**config.mk**
```make
export PLATFORM = sky130hd
export DESIGN_NAME = addressable_led_serial_encoder_unit_flat
export DESIGN_NICKNAME = d
export VERILOG_FILES = /design/src/hdl/ledenc_pkg.sv /design/src/hdl/ledenc_req_if.sv /design/src/hdl/ledenc_res_if.sv /design/src/hdl/ledenc_cfg_if.sv /design/src/hdl/addressable_led_serial_encoder_unit.sv /design/src/flat_wrapper.sv
export SDC_FILE = /design/constraint.sdc
export NUM_CORES = 1
export LEC_CHECK = 0
export BUFFER_PORTS_ARGS = -buffer_cell sky130_fd_sc_hd__buf_2
export CORE_MARGIN = 2
export CORE_UTILIZATION = 50
export DETAILED_ROUTE_END_ITERATION = 8
export PLACE_DENSITY = 0.66
export SYNTH_ARGS = -nofsm -noshare
export SYNTH_HDL_FRONTEND = slang
export SYNTH_SLANG_ARGS = --single-unit
```
**constraint.sdc**
```tcl
create_clock -name i_clk -period 15.9 [get_ports i_clk]
set_clock_uncertainty 0.15 [all_clocks]
set_input_delay 0 -clock i_clk [delete_from_list [all_inputs] [get_ports i_clk]]
set_output_delay 0 -clock i_clk [all_outputs]
set_load 0.005 [all_outputs]
```
**src/hdl/ledenc_pkg.sv**
```systemverilog
// ----------------------------------------------------------------------------
// ledenc_pkg
// Shared constants, codes and types of the addressable LED serial encoder.
// ----------------------------------------------------------------------------
package ledenc_pkg;

    localparam int MAX_LEDS         = 16;
    localparam int TICK_COUNT_WIDTH = 16;

    localparam int PIX_AW  = (MAX_LEDS > 1) ? $clog2(MAX_LEDS) : 1;
    localparam int CNT_W   = PIX_AW + 1;
    localparam int PIX_W   = 24;
    localparam int BIT_W   = 5;
    localparam int CFG_W   = 16;
    localparam int LCNT_W  = 5;
    localparam int CIDX_W  = 3;
    localparam int COL_W   = 8;
    localparam int IDX_W   = 8;
    localparam int REQ_W   = 2;

    localparam logic [BIT_W-1:0] BIT_MSB = BIT_W'(PIX_W - 1);

    localparam logic [CFG_W-1:0]  RST_ZERO_HIGH = CFG_W'(4);
    localparam logic [CFG_W-1:0]  RST_ZERO_LOW  = CFG_W'(9);
    localparam logic [CFG_W-1:0]  RST_ONE_HIGH  = CFG_W'(8);
    localparam logic [CFG_W-1:0]  RST_ONE_LOW   = CFG_W'(7);
    localparam logic [CFG_W-1:0]  RST_LATCH_LOW = CFG_W'(600);
    localparam logic [LCNT_W-1:0] RST_LED_COUNT = LCNT_W'(10);

    typedef enum logic [REQ_W-1:0] {
        REQ_WRITE = 2'd0,
        REQ_START = 2'd1,
        REQ_TICK  = 2'd2,
        REQ_NONE  = 2'd3
    } t_req;

    typedef enum logic [CIDX_W-1:0] {
        CFG_ZERO_HIGH = 3'd0,
        CFG_ZERO_LOW  = 3'd1,
        CFG_ONE_HIGH  = 3'd2,
        CFG_ONE_LOW   = 3'd3,
        CFG_LATCH_LOW = 3'd4,
        CFG_LED_COUNT = 3'd5
    } t_cfg_idx;

    typedef enum logic [3:0] {
        PH_IDLE  = 4'b0001,
        PH_HIGH  = 4'b0010,
        PH_LOW   = 4'b0100,
        PH_LATCH = 4'b1000
    } t_phase;

    typedef struct packed {
        t_phase                      phase;
        logic [PIX_AW-1:0]           pos;
        logic [BIT_W-1:0]            bitp;
        logic [TICK_COUNT_WIDTH-1:0] ticks;
        logic [PIX_W-1:0]            shift;
    } t_eng;

    typedef struct packed {
        logic data_line;
        logic busy_res;
        logic frame_done;
    } t_res;

endpackage

```
**src/hdl/ledenc_req_if.sv**
```systemverilog
// ----------------------------------------------------------------------------
// ledenc_req_if
// Request channel: pixel write, frame start and tick requests.
// ----------------------------------------------------------------------------
interface ledenc_req_if
    import ledenc_pkg::*;
();
    logic             valid;
    logic             ready;
    logic [REQ_W-1:0] req_type;
    logic [IDX_W-1:0] led_index;
    logic [COL_W-1:0] red;
    logic [COL_W-1:0] green;
    logic [COL_W-1:0] blue;

    modport source (output valid, req_type, led_index, red, green, blue, input ready);
    modport sink   (input valid, req_type, led_index, red, green, blue, output ready);
endinterface

```
**src/hdl/ledenc_res_if.sv**
```systemverilog
// ----------------------------------------------------------------------------
// ledenc_res_if
// Result channel: line level, busy and frame done for each request.
// ----------------------------------------------------------------------------
interface ledenc_res_if;
    logic valid;
    logic ready;
    logic data_line;
    logic busy_res;
    logic frame_done;

    modport source (output valid, data_line, busy_res, frame_done, input ready);
    modport sink   (input valid, data_line, busy_res, frame_done, output ready);
endinterface

```
**src/hdl/ledenc_cfg_if.sv**
```systemverilog
// ----------------------------------------------------------------------------
// ledenc_cfg_if
// Configuration write channel: register index and write data.
// ----------------------------------------------------------------------------
interface ledenc_cfg_if
    import ledenc_pkg::*;
();
    logic              valid;
    logic              ready;
    logic [CIDX_W-1:0] index;
    logic [CFG_W-1:0]  data;

    modport source (output valid, index, data, input ready);
    modport sink   (input valid, index, data, output ready);
endinterface

```
**src/hdl/addressable_led_serial_encoder_unit.sv**
```systemverilog
// ----------------------------------------------------------------------------
// addressable_led_serial_encoder_unit
// Results: a taken request's result is registered in the result queue; a tick
// that steps into zero-length phases passes them one phase per cycle first.
// Throughput: one request per cycle; requests are held while such a tick steps
// through its phases and while two results wait in the result queue.
// Reset: synchronous; clears pixel store, sequencer and result queue.
// ----------------------------------------------------------------------------
module addressable_led_serial_encoder_unit
    import ledenc_pkg::*;
(
    input  logic         i_clk,
    input  logic         i_rst_n,
    ledenc_req_if.sink   i_req,
    ledenc_cfg_if.sink   i_cfg,
    ledenc_res_if.source o_res
);

    logic [CFG_W-1:0]  r_zero_high, r_zero_low, r_one_high, r_one_low, r_latch_low;
    logic [LCNT_W-1:0] r_led_count;

    logic [PIX_W-1:0] r_store [MAX_LEDS];

    t_phase                      r_phase;
    logic [PIX_AW-1:0]           r_pos;
    logic [BIT_W-1:0]            r_bitp;
    logic [TICK_COUNT_WIDTH-1:0] r_ticks;
    logic [PIX_W-1:0]            r_shift;
    logic                        r_skip;

    t_res       r_fifo [2];
    logic       r_wr_ptr, r_rd_ptr;
    logic [1:0] r_count;

    t_eng        cur, adv, sel, n_st;
    logic        adv_fin, n_skip, push, pop, acc, run, wr_en;
    t_res        res;
    t_req        req;
    logic [PIX_AW-1:0] rd_addr;
    logic [PIX_W-1:0]  r_rd_word;
    logic [CNT_W-1:0]  eff_cnt, nxt_pos;

    function automatic logic [TICK_COUNT_WIDTH-1:0] pick(
        input logic bit_val, input logic [CFG_W-1:0] one_v, input logic [CFG_W-1:0] zero_v);
        return bit_val ? TICK_COUNT_WIDTH'(one_v) : TICK_COUNT_WIDTH'(zero_v);
    endfunction

    assign req   = t_req'(i_req.req_type);
    assign i_req.ready = !r_skip && (r_count != 2'd2);
    assign i_cfg.ready = 1'b1;
    assign acc   = i_req.valid && i_req.ready;
    assign run   = r_skip || (acc && req == REQ_TICK);
    assign wr_en = acc && req == REQ_WRITE && 32'(i_req.led_index) < MAX_LEDS;

    assign cur = '{phase: r_phase, pos: r_pos, bitp: r_bitp, ticks: r_ticks, shift: r_shift};

    always_comb begin
        if (r_led_count == '0) begin
            eff_cnt = CNT_W'(1);
        end else if (32'(r_led_count) > MAX_LEDS) begin
            eff_cnt = CNT_W'(MAX_LEDS);
        end else begin
            eff_cnt = CNT_W'(r_led_count);
        end
    end

    assign nxt_pos = {1'b0, r_pos} + CNT_W'(1);
    assign rd_addr = (n_st.phase == PH_IDLE) ? '0 : n_st.pos + PIX_AW'(1);

    // single phase advance
    always_comb begin
        adv     = cur;
        adv_fin = 1'b0;
        unique case (r_phase)
            PH_HIGH: begin
                adv.phase = PH_LOW;
                adv.ticks = pick(r_shift[PIX_W-1], r_one_low, r_zero_low);
            end
            PH_LOW: begin
                if (r_bitp != '0) begin
                    adv.bitp  = r_bitp - BIT_W'(1);
                    adv.shift = {r_shift[PIX_W-2:0], 1'b0};
                    adv.phase = PH_HIGH;
                    adv.ticks = pick(r_shift[PIX_W-2], r_one_high, r_zero_high);
                end else if (nxt_pos < eff_cnt) begin
                    adv.pos   = nxt_pos[PIX_AW-1:0];
                    adv.shift = r_rd_word;
                    adv.bitp  = BIT_MSB;
                    adv.phase = PH_HIGH;
                    adv.ticks = pick(r_rd_word[PIX_W-1], r_one_high, r_zero_high);
                end else begin
                    adv.phase = PH_LATCH;
                    adv.ticks = TICK_COUNT_WIDTH'(r_latch_low);
                end
            end
            PH_LATCH: begin
                adv_fin   = 1'b1;
                adv.phase = PH_IDLE;
                adv.ticks = '0;
            end
            PH_IDLE: begin
            end
            default: begin
            end
        endcase
    end

    always_comb begin
        sel    = (r_ticks == '0) ? adv : cur;
        n_st   = cur;
        n_skip = r_skip;
        push   = 1'b0;
        res    = '0;
        if (run) begin
            if (r_phase == PH_IDLE) begin
                push = 1'b1;
            end else if (r_ticks == '0 && adv_fin) begin
                n_st           = adv;
                n_skip         = 1'b0;
                push           = 1'b1;
                res.busy_res   = 1'b1;
                res.frame_done = 1'b1;
            end else if (r_ticks == '0 && adv.ticks == '0) begin
                n_st   = adv;
                n_skip = 1'b1;
            end else begin
                n_st          = sel;
                n_st.ticks    = sel.ticks - TICK_COUNT_WIDTH'(1);
                n_skip        = 1'b0;
                push          = 1'b1;
                res.busy_res  = 1'b1;
                res.data_line = (sel.phase == PH_HIGH);
                if (sel.phase == PH_LATCH && sel.ticks == TICK_COUNT_WIDTH'(1)) begin
                    n_st.phase     = PH_IDLE;
                    res.frame_done = 1'b1;
                end
            end
        end else if (acc) begin
            push = 1'b1;
            case (req)
                REQ_START: begin
                    res.busy_res = 1'b1;
                    if (r_phase == PH_IDLE) begin
                        n_st.phase = PH_HIGH;
                        n_st.pos   = '0;
                        n_st.bitp  = BIT_MSB;
                        n_st.shift = r_rd_word;
                        n_st.ticks = pick(r_rd_word[PIX_W-1], r_one_high, r_zero_high);
                    end
                end
                default: begin
                    res.busy_res = (r_phase != PH_IDLE);
                end
            endcase
        end
    end

    assign pop = o_res.valid && o_res.ready;

    always_ff @(posedge i_clk) begin
        if (!i_rst_n) begin
            r_zero_high <= RST_ZERO_HIGH;
            r_zero_low  <= RST_ZERO_LOW;
            r_one_high  <= RST_ONE_HIGH;
            r_one_low   <= RST_ONE_LOW;
            r_latch_low <= RST_LATCH_LOW;
            r_led_count <= RST_LED_COUNT;
        end else if (i_cfg.valid) begin
            case (t_cfg_idx'(i_cfg.index))
                CFG_ZERO_HIGH: r_zero_high <= i_cfg.data;
                CFG_ZERO_LOW:  r_zero_low  <= i_cfg.data;
                CFG_ONE_HIGH:  r_one_high  <= i_cfg.data;
                CFG_ONE_LOW:   r_one_low   <= i_cfg.data;
                CFG_LATCH_LOW: r_latch_low <= i_cfg.data;
                CFG_LED_COUNT: r_led_count <= i_cfg.data[LCNT_W-1:0];
                default: begin
                end
            endcase
        end
    end

    always_ff @(posedge i_clk) begin
        if (!i_rst_n) begin
            for (int i = 0; i < MAX_LEDS; i++) begin
                r_store[i] <= '0;
            end
            r_rd_word <= '0;
        end else begin
            if (wr_en) begin
                r_store[PIX_AW'(i_req.led_index)] <= {i_req.green, i_req.red, i_req.blue};
            end
            if (wr_en && PIX_AW'(i_req.led_index) == rd_addr) begin
                r_rd_word <= {i_req.green, i_req.red, i_req.blue};
            end else begin
                r_rd_word <= r_store[rd_addr];
            end
        end
    end

    always_ff @(posedge i_clk) begin
        if (!i_rst_n) begin
            r_phase <= PH_IDLE;
            r_pos   <= '0;
            r_bitp  <= BIT_MSB;
            r_ticks <= '0;
            r_shift <= '0;
            r_skip  <= 1'b0;
        end else begin
            r_phase <= n_st.phase;
            r_pos   <= n_st.pos;
            r_bitp  <= n_st.bitp;
            r_ticks <= n_st.ticks;
            r_shift <= n_st.shift;
            r_skip  <= n_skip;
        end
    end

    // result queue: hold up to two results
    always_ff @(posedge i_clk) begin
        if (!i_rst_n) begin
            r_wr_ptr <= 1'b0;
            r_rd_ptr <= 1'b0;
            r_count  <= '0;
        end else begin
            if (push) begin
                r_wr_ptr <= !r_wr_ptr;
            end
            if (pop) begin
                r_rd_ptr <= !r_rd_ptr;
            end
            r_count <= r_count + 2'(push) - 2'(pop);
        end
    end

    always_ff @(posedge i_clk) begin
        if (push) begin
            r_fifo[r_wr_ptr] <= res;
        end
    end

    assign o_res.valid      = (r_count != '0);
    assign o_res.data_line  = r_fifo[r_rd_ptr].data_line;
    assign o_res.busy_res   = r_fifo[r_rd_ptr].busy_res;
    assign o_res.frame_done = r_fifo[r_rd_ptr].frame_done;

`ifndef ASSERT_OFF
    a_skip_busy: assert property (@(posedge i_clk) disable iff (!i_rst_n)
        r_skip |-> (r_phase != PH_IDLE && !i_req.ready))
        else $error("skip pass outside a frame");

    a_count_max: assert property (@(posedge i_clk) disable iff (!i_rst_n)
        r_count <= 2'd2)
        else $error("result queue overflow");

    a_bit_range: assert property (@(posedge i_clk) disable iff (!i_rst_n)
        r_bitp <= BIT_MSB)
        else $error("bit position out of range");

    a_done_idle: assert property (@(posedge i_clk) disable iff (!i_rst_n)
        (push && res.frame_done) |=> (r_phase == PH_IDLE))
        else $error("frame done without return to idle");

    a_skip_nopush: assert property (@(posedge i_clk) disable iff (!i_rst_n)
        (run && n_skip) |-> !push)
        else $error("result pushed during skip pass");
`endif

endmodule
```
**src/flat_wrapper.sv**
```systemverilog
// flat-port wrapper written by rule: the top's interface ports become plain ports
module addressable_led_serial_encoder_unit_flat import ledenc_pkg::*;
  (i_clk, i_rst_n, i_req_valid, i_req_req_type, i_req_led_index, i_req_red, i_req_green, i_req_blue, i_req_ready, i_cfg_valid, i_cfg_index, i_cfg_data, i_cfg_ready, o_res_valid, o_res_data_line, o_res_busy_res, o_res_frame_done, o_res_ready);
  ledenc_req_if i_req_i ();
  ledenc_cfg_if i_cfg_i ();
  ledenc_res_if o_res_i ();
  input  logic i_clk;
  input  logic i_rst_n;
  input wire logic [$bits(i_req_i.valid)-1:0] i_req_valid;
  input wire logic [$bits(i_req_i.req_type)-1:0] i_req_req_type;
  input wire logic [$bits(i_req_i.led_index)-1:0] i_req_led_index;
  input wire logic [$bits(i_req_i.red)-1:0] i_req_red;
  input wire logic [$bits(i_req_i.green)-1:0] i_req_green;
  input wire logic [$bits(i_req_i.blue)-1:0] i_req_blue;
  output wire logic [$bits(i_req_i.ready)-1:0] i_req_ready;
  input wire logic [$bits(i_cfg_i.valid)-1:0] i_cfg_valid;
  input wire logic [$bits(i_cfg_i.index)-1:0] i_cfg_index;
  input wire logic [$bits(i_cfg_i.data)-1:0] i_cfg_data;
  output wire logic [$bits(i_cfg_i.ready)-1:0] i_cfg_ready;
  output wire logic [$bits(o_res_i.valid)-1:0] o_res_valid;
  output wire logic [$bits(o_res_i.data_line)-1:0] o_res_data_line;
  output wire logic [$bits(o_res_i.busy_res)-1:0] o_res_busy_res;
  output wire logic [$bits(o_res_i.frame_done)-1:0] o_res_frame_done;
  input wire logic [$bits(o_res_i.ready)-1:0] o_res_ready;
  assign i_req_i.valid = i_req_valid;
  assign i_req_i.req_type = i_req_req_type;
  assign i_req_i.led_index = i_req_led_index;
  assign i_req_i.red = i_req_red;
  assign i_req_i.green = i_req_green;
  assign i_req_i.blue = i_req_blue;
  assign i_req_ready = i_req_i.ready;
  assign i_cfg_i.valid = i_cfg_valid;
  assign i_cfg_i.index = i_cfg_index;
  assign i_cfg_i.data = i_cfg_data;
  assign i_cfg_ready = i_cfg_i.ready;
  assign o_res_valid = o_res_i.valid;
  assign o_res_data_line = o_res_i.data_line;
  assign o_res_busy_res = o_res_i.busy_res;
  assign o_res_frame_done = o_res_i.frame_done;
  assign o_res_i.ready = o_res_ready;
  addressable_led_serial_encoder_unit u_core (.i_clk(i_clk), .i_rst_n(i_rst_n), .i_req(i_req_i), .i_cfg(i_cfg_i), .o_res(o_res_i));
endmodule
```
== Word level (Yosys, flattened, before mapping) ==
Memory sizes are Yosys's and may differ from the RTL's. A register that Yosys moved wholly into a read port is not among the register bits.
Index checks and enable logic that the tools add are counted.

* Logic and storage cells: 135
* Bits of input ports: 58
* Register bits: 143
* Memories kept: 2
* Output and inout bits: 6
* RAM bits: 390

* Mux-type cells: 55
* Eq/ne operators: 19
* Bitwise logic cells: 1
* Reductions and logical operators: 34
* Magnitude comparators: 3
* Add/sub/neg operators: 6

{| class="wikitable"
|+ Memory list
! name !! depth !! bits a word !! rd ports !! clocked after Yosys merged registers in !! wr ports !! line !! text
|-
| u_core.r_store || 16 || 24 || 1 || 1 || 16 || addressable_led_serial_encoder_unit.sv:22 || <nowiki>logic [PIX_W-1:0] r_store [MAX_LEDS];</nowiki>
|-
| u_core.r_fifo || 2 || 3 || 1 || 1 || 1 || addressable_led_serial_encoder_unit.sv:31 || <nowiki>t_res r_fifo [2];</nowiki>
|}

{| class="wikitable"
|+ Operators with widths
! operator !! count
|-
| 53-bit 2-to-1 mux || 8
|-
| 24-bit 2-to-1 mux || 3
|-
| 16-bit 2-to-1 mux || 4
|-
| 16-bit case mux with 3 select lines || 1
|-
| 45-bit 2-to-1 mux || 1
|-
| 16-bit zero test || 2
|-
| 1-bit 2-to-1 mux || 24
|-
| 4-bit 2-to-1 mux || 6
|-
| 24-bit OR reduction || 1
|-
| 9-bit 2-to-1 mux || 2
|-
| 16-bit by 1-bit == test with 1-bit output (second input constant) || 1
|-
| 16-bit by 1-bit subtractor with 16-bit output (second input constant) || 1
|-
| 2-bit AND reduction || 7
|-
| 4-bit case mux with 3 select lines || 1
|-
| 5-bit 2-to-1 mux || 2
|-
| 1-bit logical AND || 9
|-
| 4-bit by 1-bit == test with 1-bit output (second input constant) || 2
|-
| 4-bit by 2-bit == test with 1-bit output (second input constant) || 2
|-
| 4-bit == test (second input constant) || 2
|-
| 8-bit by 5-bit < comparator with 1-bit output (second input constant) || 1
|-
| 2-bit nonzero test || 4
|-
| 3-bit by 2-bit == test with 1-bit output (second input constant) || 2
|-
| 3-bit == test (second input constant) || 2
|-
| 3-bit 2-to-1 mux || 2
|-
| 24 further kinds || 28
|}

== Depth between registers and ports, before layout ==
Gate-level depths: netlist of the first run.

* Depth in word-level cells: 17
* Depth in mapped cells: 25
* Mapped depth without buffers: 20

== Worst setup path after synthesis of the first run ==
No wires, ideal clock.

* Path kind: register -> register
* Start: reg u_core.r_pos[0]
* End: reg u_core.r_rd_word[14], read port of u_core.r_store
* Buffers on the path: 6
* Path slack: 10.683 ns
* Period minus slack after synthesis: 5.217 ns
* Arrival time: 4.946 ns
* Required time: 15.628 ns
* Stages on the path, launching flop included: 24
* Library setup time: 0.122 ns
* Path through: dfxtp_1 > ha_1 > and3_1 > ha_1 > a21oi_1 > o21ai_0 > a21oi_4 > buf_2 > nand3_1 > nand3_1 > o21a_1 > buf_2 > clkinv_1 > buf_2 > buf_2 > ha_1 > clkbuf_1 > clkbuf_1 > mux4_2 > mux2_2 > nand2_1 > a21oi_1 > o21ai_0 > mux2i_1

* Longest elaborated chain between the ends: 15
* Elaborated cells on any way between the ends: 28
* Those cells by class: 2 x add/sub; 1 x order compare; 3 x eq/ne; 19 x mux; 3 x reduce/logical

{| class="wikitable"
|+ RTL lines
! item !! line !! text
|-
| start, declared || addressable_led_serial_encoder_unit.sv:25 || <nowiki>logic [PIX_AW-1:0] r_pos;</nowiki>
|-
| start signal, assigned || addressable_led_serial_encoder_unit.sv:210 || <nowiki>r_pos <= n_st.pos;</nowiki>
|-
| 4-bit by 1-bit adder with 5-bit output || addressable_led_serial_encoder_unit.sv:67 || <nowiki>assign nxt_pos = {1'b0, r_pos} + CNT_W'(1);</nowiki>
|-
| 5-bit < comparator || addressable_led_serial_encoder_unit.sv:85 || <nowiki>end else if (nxt_pos < eff_cnt) begin</nowiki>
|-
| 16-bit 2-to-1 mux or 4-bit 2-to-1 mux (tied branches) || addressable_led_serial_encoder_unit.sv:85 ||
|-
| 45-bit 2-to-1 mux or 4-bit 2-to-1 mux (tied branches) || addressable_led_serial_encoder_unit.sv:80 || <nowiki>if (r_bitp != '0) begin</nowiki>
|-
| 16-bit case mux with 3 select lines or 4-bit case mux with 3 select lines (tied branches) || addressable_led_serial_encoder_unit.sv:74 || <nowiki>unique case (r_phase)</nowiki>
|-
| 53-bit 2-to-1 mux || addressable_led_serial_encoder_unit.sv:109 || <nowiki>sel = (r_ticks == '0) ? adv : cur;</nowiki>
|-
| 16-bit by 1-bit == test with 1-bit output or 4-bit == test (tied branches) || addressable_led_serial_encoder_unit.sv:133 || <nowiki>if (sel.phase == PH_LATCH && sel.ticks == TICK_COUNT_WIDTH'(1)) begin</nowiki>
|-
| 1-bit logical AND || addressable_led_serial_encoder_unit.sv:133 ||
|-
| 4-bit 2-to-1 mux || addressable_led_serial_encoder_unit.sv:133 ||
|-
| 53-bit 2-to-1 mux || addressable_led_serial_encoder_unit.sv:123 || <nowiki>end else if (r_ticks == '0 && adv.ticks == '0) begin</nowiki>
|-
| 53-bit 2-to-1 mux || addressable_led_serial_encoder_unit.sv:117 || <nowiki>end else if (r_ticks == '0 && adv_fin) begin</nowiki>
|-
| 53-bit 2-to-1 mux || addressable_led_serial_encoder_unit.sv:115 || <nowiki>if (r_phase == PH_IDLE) begin</nowiki>
|-
| 53-bit 2-to-1 mux (*) || addressable_led_serial_encoder_unit.sv:114 || <nowiki>if (run) begin</nowiki>
|-
| 4-bit by 1-bit == test with 1-bit output || addressable_led_serial_encoder_unit.sv:68 || <nowiki>assign rd_addr = (n_st.phase == PH_IDLE) ? '0 : n_st.pos + PIX_AW'(1);</nowiki>
|-
| 4-bit 2-to-1 mux (*) || addressable_led_serial_encoder_unit.sv:68 ||
|-
| end, declared || addressable_led_serial_encoder_unit.sv:40 || <nowiki>logic [PIX_W-1:0] r_rd_word;</nowiki>
|}

Mark *: on every way between the ends. The rest lies on a longest branch, timed or not. The select of a mux whose other input is x is not followed.
A chain may end at the register's enable or synchronous reset.

== Final worst setup path of the first run ==
* Start: reg u_core.r_pos[0]
* End: reg u_core.r_rd_word[19], read port of u_core.r_store

Same word-level chain as after synthesis.

==> results of run 1 <==
[layout make-up]
class / instances / area (sq um) / share of cell area, %
inverter: 11 / 42.5 / 0.137
clock buffer: 81 / 1640 / 5.30
tap: 704 / 881 / 2.84
sequential: 558 / 15100 / 48.6
timing repair buffer: 183 / 1360 / 4.40
clock inverter: 32 / 253 / 0.816
multi-input combinational: 1678 / 11700 / 37.9
[routing by layer]
metal	GRT usage [%]	vias up	part of all wire [%]
li1	-	9010	-
met1	35.3	9879	41
met2	47.2	718	50
met3	3.29	182	5.6
met4	11.6	0	3.9
met5	0	-	0
[cells in the mapped netlist, drive strengths merged, types with 5 or more instances]
cell type / instances
mux2: 86
o211ai: 5
a211o: 24
nor4: 11
buf: 41
and3: 6
inv: 10
nand2b: 14
a221oi: 27
dfxtp: 168
ha: 11
nor4b: 5
nand4: 9
mux4: 48
mux2i: 116
xnor2: 14
o21ai: 69
a211oi: 11
o221ai: 28
nand3: 42
edfxtp: 390
and2: 399
nor2: 83
nand2: 298
or2: 5
a31oi: 8
o22ai: 11
xor2: 9
nor3: 23
o21a: 28
o221a: 32
a21oi: 179
clkbuf: 158
nor2b: 10
[worst max path at each step]
stage / start / to / depth (start not counted)
3_3_place_gp: u_core.r_pos[0]$_SDFF_PN0_ / u_core.r_rd_word[23]$_SDFF_PN0_ / 21
6_report: u_core.r_pos[0]$_SDFF_PN0_ / u_core.r_rd_word[19]$_SDFF_PN0_ / 21
5_1_grt: u_core.r_pos[0]$_SDFF_PN0_ / u_core.r_rd_word[20]$_SDFF_PN0_ / 21
3_5_place_dp: u_core.r_pos[0]$_SDFF_PN0_ / u_core.r_rd_word[19]$_SDFF_PN0_ / 21
2_1_floorplan: u_core.r_pos[0]$_SDFF_PN0_ / u_core.r_rd_word[14]$_SDFF_PN0_ / 23
4_1_cts: u_core.r_pos[0]$_SDFF_PN0_ / u_core.r_rd_word[19]$_SDFF_PN0_ / 21
[timing repair]
item | in CTS | in global routing
hold endpoints to repair | 515 | 0
gates resized for setup | 0 | 0
hold buffers | 57 | 0
[worst max-delay path: cells and delay by family, from the launching register on]
family	cells	cell delay (ns)
XOR/XNOR	1	0.14
AND/OR/NAND/NOR	3	0.70
multiplexers	2	0.50
flip-flops	1	0.47
adder cells (fa/ha/maj)	3	0.91
AO/OA/AOI/OAI	8	1.85
buffers and inverters	4	2.71
[kinds of logic after synthesis]
family | Yosys count | share of synthesized area (%)
other | 1 | 0.0136
adders and majority gates | 11 | 0.500
xor gates and xnor gates | 23 | 0.732
buffers and inverters | 210 | 3.19
AOI/OAI and AO/OA | 467 | 11.6
muxes | 250 | 11.7
DFF | 558 | 54.8
and+or+nand+nor | 926 | 17.5
[per-stage QoR]
stage	cells	utilization [%]	area (sq um)	setup slack, ns
after floorplan	2446	-	27500	10.68
after global placement	3077	52.1	28500	8.50
after detailed placement	3077	52.1	28500	8.31
after CTS	3247	56.6	31000	8.31
after global routing	3247	56.6	31000	7.72
final	3247	56.6	31000	8.28
[where the power goes]
group          total [mW]  leakage [nW]  switching, mW  internal, mW
sequential           1.64          5.39         0.0344          1.61
combinational       0.351          4.80          0.224         0.127
clock                1.35         0.925          0.592         0.757
==> reports/qor.yml, run 1 <==
clocking:
  insertion_delay_ns: 0.66
  cts_buffer_depth: 3
  cts_buffers: 60
  cts_tree: "done"
  clk_pin_slew_ns: 0.06
  cts_num_sinks: 558
  cts.htree.levels: 2
  cts_post_setup_buffers_inserted: 0
  cts_root_buf: "clkbuf_16"
synthesis:
  ys_ff_latch: 558
  synth_edf_count: 390
  synthesis.area_sq_mm: 0.0275
  synth_area_leaders: "edfxtp_1 (43%), dfxtp_1 (12%), and2_1 (9.1%)"
  ys.flop_type: "edfxtp_1"
  ys_seq_area_share_pct: 54.8
  ys_warn_count: 0
  syn_inst: 2446
  yosysTopAreaCellShare_pct: 42.5
  avgSynthCellArea_sq_um: 11.3
  synth.net_count: 2515
  async_flop_share_pct: 0
  yosysUniqueCellTypes: 80
  yosysTopAreaCell: "edfxtp_1"
worst_hold_path:
  min_path_type: "input port to flop"
  whs_path_depth: 3
  hp-start: "i_req_led_index[1]"
  hold-path-endpoint: "u_core.r_store[7][22]$_SDFFCE_PN0P_"
finish:
  layout.nets: 2561
  area_delta_synth_final_pct: 12.5
  final_common_cell: "and2_1"
  num-fill-cells: 4506
  reg.largest.list: "u_core.r_store: 384 flops, u_core.r_rd_word: 24 flops, u_core.r_shift: 24 flops"
  largest_register_ffs: 384
  most-common-layout-cells: "and2_1 (399), edfxtp_1 (390), nand2_1 (297)"
  antennaDiodeCount: 0
  regMostFlops: "u_core.r_store"
  drive_gt1_share_pct: 16.8
power:
  power.leakage_nw: 11.1
  vdd_drop_max_uv: 101
  p_per_area_mw_per_mm2: 108
  fin_total_pwr_mw: 3.34
run_status:
  status: "complete, no violations"
timing:
  drv_slew: 0
  max_slew_margin_pct: 29.6
  setup_viol: 0
  holdWs_ns: 0.0518
  rsz0062_at_grt: "no"
  worst_pin_slew_ns: 1.06
  hold_viol: 0
  fmax_mhz: 131
  setup_tns_ns: 0
  post-route-min-period_ns: 7.62
  finalCritPeriodShare_pct: 47.9
place:
  port_buffers: 62
  hpwlAfterDp_um: 47900
  routabilityCongestion: 0.892
worst_setup_path:
  crit_chain: "ha_1 -> and3_1 -> ha_1 -> a21oi_1 -> o21ai_0 -> a21oi_4 -> nand3_1 -> nand3_1 -> o21a_2 -> buf_4 -> clkinv_2 -> ha_4 -> xor2_4 -> buf_4 -> buf_4 -> mux2_2 -> a221oi_1 -> a211o_1 -> a21oi_1 -> o21ai_0 -> mux2i_1"
  crit_path_start_kind: "flop"
  r2r_end: "u_core.r_rd_word[19]$_SDFF_PN0_"
  cp_slowest_cell: "buf_4"
  criticalPathCategory: "flop to flop"
  cpMostUsedCell: "buf_4"
  cp_slowest_stage_delay_ns: 0.78
  worstPathRequired_ns: 16.27
  timing.rr.start: "u_core.r_pos[0]$_SDFF_PN0_"
  crit_path_end_kind: "flop"
  cp.arrival_ns: 7.99
  reg2reg_depth: 21
  crit_fanout: 60
  reg2reg_slack_ns: 8.28
route:
  drt_iter0_drc: 2109
  routed_wl_um: 77700
  wl_per_cell_um: 23.9
  routed-via-count: 19800
  first_pass_iters: 5
  ant_nets: 0
  drcViolationCount: 0
  vias_per_cell: 6.09
floorplan:
  die_w_um: 239
  pin_count: 64
  die-area_sq_mm: 0.0570
  core_area_sq_mm: 0.0548
  rows: 86
  die_h_um: 239
  initial_core_util_pct: 50.3
global_routing:
  grt.total_usage_pct: 27.5
  grt_max_degree: 94
  grt_pass1_wl_um: 119000
  antenna_found_initial: 0
  grt_overflow: 0
  grt_pass1_vias: 19900
flow_run:
  drv_cap: 0
Note: power is estimated with default switching activity, not from simulation.
==> inputs of run 2 (changes only) <==
==> constraint.sdc (replaced) <==
create_clock -name i_clk -period 8 [get_ports i_clk]
set_clock_uncertainty 0.15 [all_clocks]
set_input_delay 0 -clock i_clk [delete_from_list [all_inputs] [get_ports i_clk]]
set_output_delay 0 -clock i_clk [all_outputs]
set_load 0.005 [all_outputs]
==> run 2 against run 1 <==
- utilization barely moved
- die area did not move
- fmax rose by 15%
- worst setup slack got worse by 6.9 ns
- clock-buffer cell count fell by 5
- largest power group unchanged
- worst hold slack improved by 0.0051 ns
==> reports/qor.yml, run 2 (same netlist as run 1, synthesis figures left out) <==
timing:
  max_slew_margin_pct: 17.2  # was 29.6%
  rsz0062_at_grt: "no"  # unchanged
  post-route-min-period_ns: 6.64  # was 7.62 ns
  drv_slew: 0  # unchanged
  worst_pin_slew_ns: 1.24  # was 1.06 ns
  holdWs_ns: 0.0569  # was 0.0518 ns
  fmax_mhz: 151  # was 131 MHz
  hold_viol: 0  # unchanged
  setup_tns_ns: 0  # unchanged
  worst_slack_ns: 1.36  # was 8.28 ns
  finalCritPeriodShare_pct: 83.0  # was 47.9%
  setup_viol: 0  # unchanged
clocking:
  cts_buffers: 59  # was 60
  cts_post_setup_buffers_inserted: 0  # unchanged
  cts_tree: "done"  # unchanged
  clk_pin_slew_ns: 0.06  # about the same
  ctsHoldBuffers: 60  # was 57
  insertion_delay_ns: 0.64  # was 0.66 ns
  cts_root_buf: "clkbuf_16"  # unchanged
  cts_buffer_depth: 3  # unchanged
  cts_num_sinks: 558  # unchanged
  cts.htree.levels: 2  # unchanged
  cts-resized-gates: 0  # unchanged
worst_setup_path:
  worstPathRequired_ns: 8.37  # was 16.27 ns
  criticalPathCategory: "flop to flop"  # unchanged
  cp_slowest_cell: "o21ai_2"  # was buf_4
  crit_fanout: 49  # was 60
  cp_slowest_stage_delay_ns: 0.92  # was 0.78 ns
  crit_chain: "ha_1 -> and3_1 -> ha_1 -> nand2_1 -> o21ai_0 -> a21oi_4 -> o21ai_2 -> o21ai_0 -> nor4_1 -> nand4_1 -> nor4_1 -> o21ai_1 -> nor2_4 -> buf_4 -> nor2_1 -> o2111a_1 -> buf_4 -> mux2i_1 -> dlygate4sd3_1"  # was ha_1 -> and3_1 -> ha_1 -> a21oi_1 -> o21ai_0 -> a21oi_4 -> nand3_1 -> nand3_1 -> o21a_2 -> buf_4 -> clkinv_2 -> ha_4 -> xor2_4 -> buf_4 -> buf_4 -> mux2_2 -> a221oi_1 -> a211o_1 -> a21oi_1 -> o21ai_0 -> mux2i_1
  crit_path_start_kind: "flop"  # unchanged
  crit_path_end_kind: "flop"  # unchanged
  cp.arrival_ns: 7.01  # was 7.99 ns
finish:
  fin_cells: 3240  # was 3247
  drive_gt1_share_pct: 16.7  # was 16.8%
  largest_register_ffs: 384  # unchanged
  final_common_cell: "and2_1"  # unchanged
  layout.nets: 2559  # was 2561
  regMostFlops: "u_core.r_store"  # unchanged
  reg.largest.list: "u_core.r_store: 384 flops, u_core.r_rd_word: 24 flops, u_core.r_shift: 24 flops"  # unchanged
  most-common-layout-cells: "and2_1 (399), edfxtp_1 (390), nand2_1 (297)"  # unchanged
  area_delta_synth_final_pct: 12.6  # was 12.5%
  num-fill-cells: 4519  # was 4506
  antennaDiodeCount: 0  # unchanged
floorplan:
  core_area_sq_mm: 0.0548  # unchanged
  die_h_um: 239  # unchanged
  initial_core_util_pct: 50.3  # unchanged
  rows: 86  # unchanged
  die-area_sq_mm: 0.0570  # unchanged
  pin_count: 64  # unchanged
  die_w_um: 239  # unchanged
route:
  drt_iter0_drc: 1810  # was 2109
  wl_per_cell_um: 23.7  # was 23.9 um
  drcViolationCount: 0  # unchanged
  routed_wl_um: 76600  # was 77700 um
  first_pass_iters: 5  # unchanged
  ant_nets: 0  # unchanged
  routed-via-count: 19600  # was 19800
  vias_per_cell: 6.06  # was 6.09
power:
  power.leakage_nw: 11.1  # about the same
  fin_total_pwr_mw: 6.65  # was 3.34 mW
  pwr-share-seq_pct: 49.2  # about the same
  p_int_mw: 4.99  # was 2.49 mW
  combPwrFrac_pct: 10.3  # was 10.5%
  p_switching_mw: 1.66  # was 0.850 mW
  p_per_area_mw_per_mm2: 214  # was 108 mW/mm^2
  p_sw_share_pct: 24.9  # was 25.4%
  vdd_drop_max_uv: 182  # was 101 uV
  clkPwrFrac_pct: 40.5  # was 40.3%
flow_run:
  drv_cap: 0  # unchanged
place:
  routabilityCongestion: 0.939  # was 0.892
  preCtsSetupSlack_ns: 1.84  # was 8.31 ns
  port_buffers: 62  # unchanged
  hpwlAfterDp_um: 47600  # was 47900 um
  place_inst: 3073  # was 3077
worst_hold_path:
  min_path_type: "input port to flop"  # unchanged
global_routing:
  grt_use_met2_pct: 46.7  # was 47.2%
  grt_max_degree: 102  # was 94
  grt_pass1_wl_um: 117000  # was 119000 um
  antenna_found_initial: 1  # was 0
  grt_pass1_vias: 19700  # was 19900
  grt.met1_usage_pct: 33.8  # was 35.3%
  grt.total_usage_pct: 27.0  # was 27.5%
  gr-max-usage-layer: "met2"  # unchanged
  grt_overflow: 0  # unchanged
  grt_util_met3_pct: 3.26  # was 3.29%
run_status:
  status: "complete, no violations"  # unchanged
[run 2: cell type report]
type,count,area [sq um],area share (%)
multi-input combinational,1678,11700,37.8
inverter,11,42.5,0.137
clock buffer,76,1590,5.14
tap,704,881,2.84
timing repair buffer,182,1380,4.46
sequential,558,15100,48.6
clock inverter,31,305,0.985
[run 2: per-layer routing]
layer	vias to the layer above	wire length, um
met5	-	0
met4	0	3360
met3	165	4050
met2	694	38400
met1	9763	30800
li1	9005	-
[run 2: worst max-delay path: cells and delay by family, from the launching register on]
| kind | cells | cell delay, ns |
|---|---|---|
| buf+inv | 3 | 1.33 |
| flops | 1 | 0.38 |
| mux | 1 | 0.17 |
| fa+ha+maj | 2 | 0.59 |
| simple gates | 7 | 1.41 |
| compound gates | 6 | 2.44 |
[run 2: power by group through the flow]
stage	sequential (mW)	clock [mW]	combinational [mW]
floorplan	3.30	0	0.442
global placement	3.32	0	0.642
detailed placement	3.33	0	0.653
CTS	3.27	2.74	0.684
global route	3.28	2.84	0.748
finish	3.27	2.69	0.687
[run 2: final timing paths]
kind                                            from                             endpoint  slack (ns)  depth (start not counted)
setup / recovery          u_core.r_pos[0]$_SDFF_PN0_      u_core.r_rd_word[10]$_SDFF_PN0_        1.36                         19
setup reg to reg          u_core.r_pos[0]$_SDFF_PN0_      u_core.r_rd_word[10]$_SDFF_PN0_        1.36                         19
hold reg to reg   u_core.r_zero_low[13]$_SDFFE_PN0P_   u_core.r_zero_low[13]$_SDFFE_PN0P_        0.30                          2
hold / removal                        i_cfg_data[12]  u_core.r_latch_low[12]$_SDFFE_PN0P_        0.06                          4
[run 2: stage by stage]
step                util [%]  cell area [sq um]
detailed placement      52.1              28500
CTS                     56.6              31000
finish                  56.6              31000
global route            56.6              31000
global placement        52.0              28500
floorplan                  -              27500
==> inputs of run 3 (changes only) <==
--- a/config.mk
+++ b/config.mk
@@ -5,11 +5,12 @@
 export SDC_FILE = /design/constraint.sdc
 export NUM_CORES = 1
 export LEC_CHECK = 0
+export ABC_AREA = 1
 export BUFFER_PORTS_ARGS = -buffer_cell sky130_fd_sc_hd__buf_2
 export CORE_MARGIN = 2
 export CORE_UTILIZATION = 50
 export DETAILED_ROUTE_END_ITERATION = 8
-export PLACE_DENSITY = 0.66
+export PLACE_DENSITY = 0.69
 export SYNTH_ARGS = -nofsm -noshare
 export SYNTH_HDL_FRONTEND = slang
 export SYNTH_SLANG_ARGS = --single-unit
==> constraint.sdc (replaced) <==
create_clock -name i_clk -period 5.75 [get_ports i_clk]
set_clock_uncertainty 0.15 [all_clocks]
set_input_delay 0 -clock i_clk [delete_from_list [all_inputs] [get_ports i_clk]]
set_output_delay 0 -clock i_clk [all_outputs]
set_load 0.005 [all_outputs]
==> run 3 against run 2 <==
- synthesized cell count increased by 40%
- non-clock buffer count increased by 14
- total power increased by 62%
- largest power group unchanged
==> reports/qor.yml, run 3 <==
worst_setup_path:
  timing.rr.start: "u_core.r_pos[0]$_SDFF_PN0_"  # unchanged
  worstPathRequired_ns: 6.13  # was 8.37 ns
  crit_fanout: 28  # was 49
  crit_path_end_kind: "flop"  # unchanged
  criticalPathCategory: "flop to flop"  # unchanged
  cpMostUsedCell: "nand2_1"
  cp-startpoint: "u_core.r_pos[0]$_SDFF_PN0_"  # unchanged
  crit_path_start_kind: "flop"  # unchanged
  cp_slowest_cell: "nor2_4"  # was o21ai_2
  cp.arrival_ns: 5.75  # was 7.01 ns
  cp_slowest_stage_delay_ns: 0.43  # was 0.92 ns
synthesis:
  ys.flop_type: "edfxtp_1"  # unchanged
  avgSynthCellArea_sq_um: 8.23  # was 11.3 sq um
  synth.net_count: 3484  # was 2515
  yosys-top-cells-count: "nor2_1 (695), nand2_1 (493), nand3_1 (415)"  # was and2_1 (399), edfxtp_1 (390), nand2_1 (297)
  synth_edf_count: 390  # unchanged
  ys_seq_area_share_pct: 53.6  # was 54.8%
  ys_warn_count: 0  # unchanged
  yosysMostFrequentCell: "nor2_1"  # was and2_1
  ys_ff_latch: 558  # unchanged
  yosysTopAreaCellShare_pct: 41.6  # was 42.5%
  synth_area_leaders: "edfxtp_1 (42%), dfxtp_1 (12%), nor2_1 (9.3%)"  # was edfxtp_1 (43%), dfxtp_1 (12%), and2_1 (9.1%)
  syn_inst: 3415  # was 2446
  async_flop_share_pct: 0  # unchanged
  yosysTopAreaCell: "edfxtp_1"  # unchanged
  synthesis.area_sq_mm: 0.0281  # was 0.0275 sq mm
  yosysUniqueCellTypes: 56  # was 80
place:
  routabilityCongestion: 0.905  # was 0.939
  port_buffers: 62  # unchanged
  hpwlAfterDp_um: 50600  # was 47600 um
floorplan:
  initial_core_util_pct: 50.8  # was 50.3%
  pin_count: 64  # unchanged
  die_h_um: 241  # was 239 um
  rows: 86  # unchanged
  die_w_um: 241  # was 239 um
  die-area_sq_mm: 0.0581  # was 0.0570 sq mm
  core_area_sq_mm: 0.0553  # was 0.0548 sq mm
timing:
  finalCritPeriodShare_pct: 93.3  # was 83.0%
  holdWs_ns: 0.0173  # was 0.0569 ns
  hold_viol: 0  # unchanged
  setup_viol: 0  # unchanged
  drv_slew: 0  # unchanged
  max_slew_margin_pct: 25.1  # was 17.2%
  fmax_mhz: 186  # was 151 MHz
  post-route-min-period_ns: 5.37  # was 6.64 ns
  worst_pin_slew_ns: 1.11  # was 1.24 ns
  rsz0062_at_grt: "no"  # unchanged
  setup_tns_ns: 0  # unchanged
route:
  vias_per_cell: 5.60  # was 6.06
  routed-via-count: 23800  # was 19600
  ant_nets: 0  # unchanged
  drt_iter0_drc: 2774  # was 1810
  drcViolationCount: 0  # unchanged
  first_pass_iters: 5  # unchanged
  wl_per_cell_um: 19.7  # was 23.7 um
  routed_wl_um: 83800  # was 76600 um
finish:
  largest_register_ffs: 384  # unchanged
  most-common-layout-cells: "nor2_1 (694), nand2_1 (492), nand3_1 (415)"  # was and2_1 (399), edfxtp_1 (390), nand2_1 (297)
  area_delta_synth_final_pct: 12.1  # was 12.6%
  regMostFlops: "u_core.r_store"  # unchanged
  drive_gt1_share_pct: 9.87  # was 16.7%
  final_common_cell: "nor2_1"  # was and2_1
  reg.largest.list: "u_core.r_store: 384 flops, u_core.r_rd_word: 24 flops, u_core.r_shift: 24 flops"  # unchanged
  layout.nets: 3523  # was 2559
clocking:
  cts_tree: "done"  # unchanged
  cts_buffers: 59  # unchanged
  cts_buffer_depth: 3  # unchanged
  cts.htree.levels: 2  # unchanged
  clk_pin_slew_ns: 0.06  # about the same
  cts_post_setup_buffers_inserted: 0  # unchanged
  cts_root_buf: "clkbuf_16"  # unchanged
  cts_num_sinks: 558  # unchanged
  insertion_delay_ns: 0.64  # about the same
global_routing:
  antenna_found_initial: 1  # unchanged
  grt_pass1_vias: 22400  # was 19700
  grt_pass1_wl_um: 128000  # was 117000 um
  grt.total_usage_pct: 28.6  # was 27.0%
  grt_overflow: 0  # unchanged
  grt_max_degree: 75  # was 102
power:
  power.leakage_nw: 13.7  # was 11.1 nW
  vdd_drop_max_uv: 264  # was 182 uV
  fin_total_pwr_mw: 10.8  # was 6.65 mW
  p_per_area_mw_per_mm2: 342  # was 214 mW/mm^2
worst_hold_path:
  hp-start: "i_req_blue[6]"  # was i_cfg_data[12]
  min_path_type: "input port to flop"  # unchanged
flow_run:
  drv_cap: 0  # unchanged
run_status:
  status: "complete, no violations"  # unchanged
## run 3: changes by cell type after synthesis, moves of 55 or more
cell and delta:
nor2_1 +614, or2_2 +55, nand2_1 +196, mux2_2 -83
nand3_1 +373, mux2i_1 -116, and2_1 -399, inv_1 +383
o21ai_0 +80
## run 3: final timing paths
| kind | cells after the start | slack, ns | to |
|---|---|---|---|
| min | 3 | 0.02 | u_core.r_store[2][6]$_SDFFCE_PN0P_ |
| max reg2reg | 35 | 0.38 | u_core.r_rd_word[7]$_SDFF_PN0_ |
| max | 35 | 0.38 | u_core.r_rd_word[7]$_SDFF_PN0_ |
| min reg2reg | 2 | 0.31 | u_core.r_latch_low[6]$_SDFFE_PN1P_ |
## run 3: kinds of logic after synthesis
group | Yosys count | synth area share (%)
adders and majority gates | 11 | 0.489
buffers and inverters | 665 | 9.54
DFF | 558 | 53.6
AOI/OAI and AO/OA | 410 | 8.83
and+or+nand+nor | 1751 | 26.9
xor gates and xnor gates | 16 | 0.498
other | 1 | 0.0133
muxes | 3 | 0.120
## run 3: report_power, final
part           internal (mW)  switching, mW  leakage [nW]
sequential              4.51          0.143          5.39
clock                   2.14           1.61         0.931
combinational          0.715           1.68          7.36
total                   7.37           3.43          13.7
## run 3: what timing repair did
item / in CTS / in global routing
hold buffers: 62 / 0
resized for setup: 0 / 7
endpoints found under the hold margin: 470 / 0
endpoints found under the setup margin: 0 / 24
## run 3: final cells by class
type / count / area (sq um)
fillers: 5007 / 23800
flip-flops and latches: 558 / 15100
multi-input cells: 2193 / 10400
clock buffers: 88 / 1710
inverters: 446 / 1680
repair buffers: 196 / 1530
well taps: 748 / 936
clock inverters: 23 / 194
diodes: 1 / 2.50
## run 3: routing by layer
layer	vias up	GRT usage [%]	part of all wire, %
met2	1064	47.4	48
met5	-	0	0
met4	0	14.0	5.0
met1	11300	37.2	40
li1	11300	-	-
met3	218	3.53	7.8
## run 3: critical path: cells and delay by family, from the launching register on
kind / cells / cell delay [ns]
AOI/OAI and AO/OA: 4 / 0.69
adders and majority gates: 3 / 0.63
buffers and inverters: 5 / 0.56
DFF: 1 / 0.37
and+or+nand+nor: 23 / 2.87
## run 3: through the flow
| stage | setup WS (ns) | area (sq um) | instances | utilization, % |
|---|---|---|---|---|
| 2_1_floorplan | 1.50 | 28100 | 3415 | - |
| 3_3_place_gp | 0.459 | 29000 | 4078 | 52.4 |
| 3_5_place_dp | 0.276 | 29000 | 4078 | 52.4 |
| 4_1_cts | 0.252 | 31500 | 4251 | 56.9 |
| 5_1_grt | 0.00143 | 31500 | 4253 | 57.0 |
| 6_report | 0.383 | 31500 | 4253 | 57.0 |
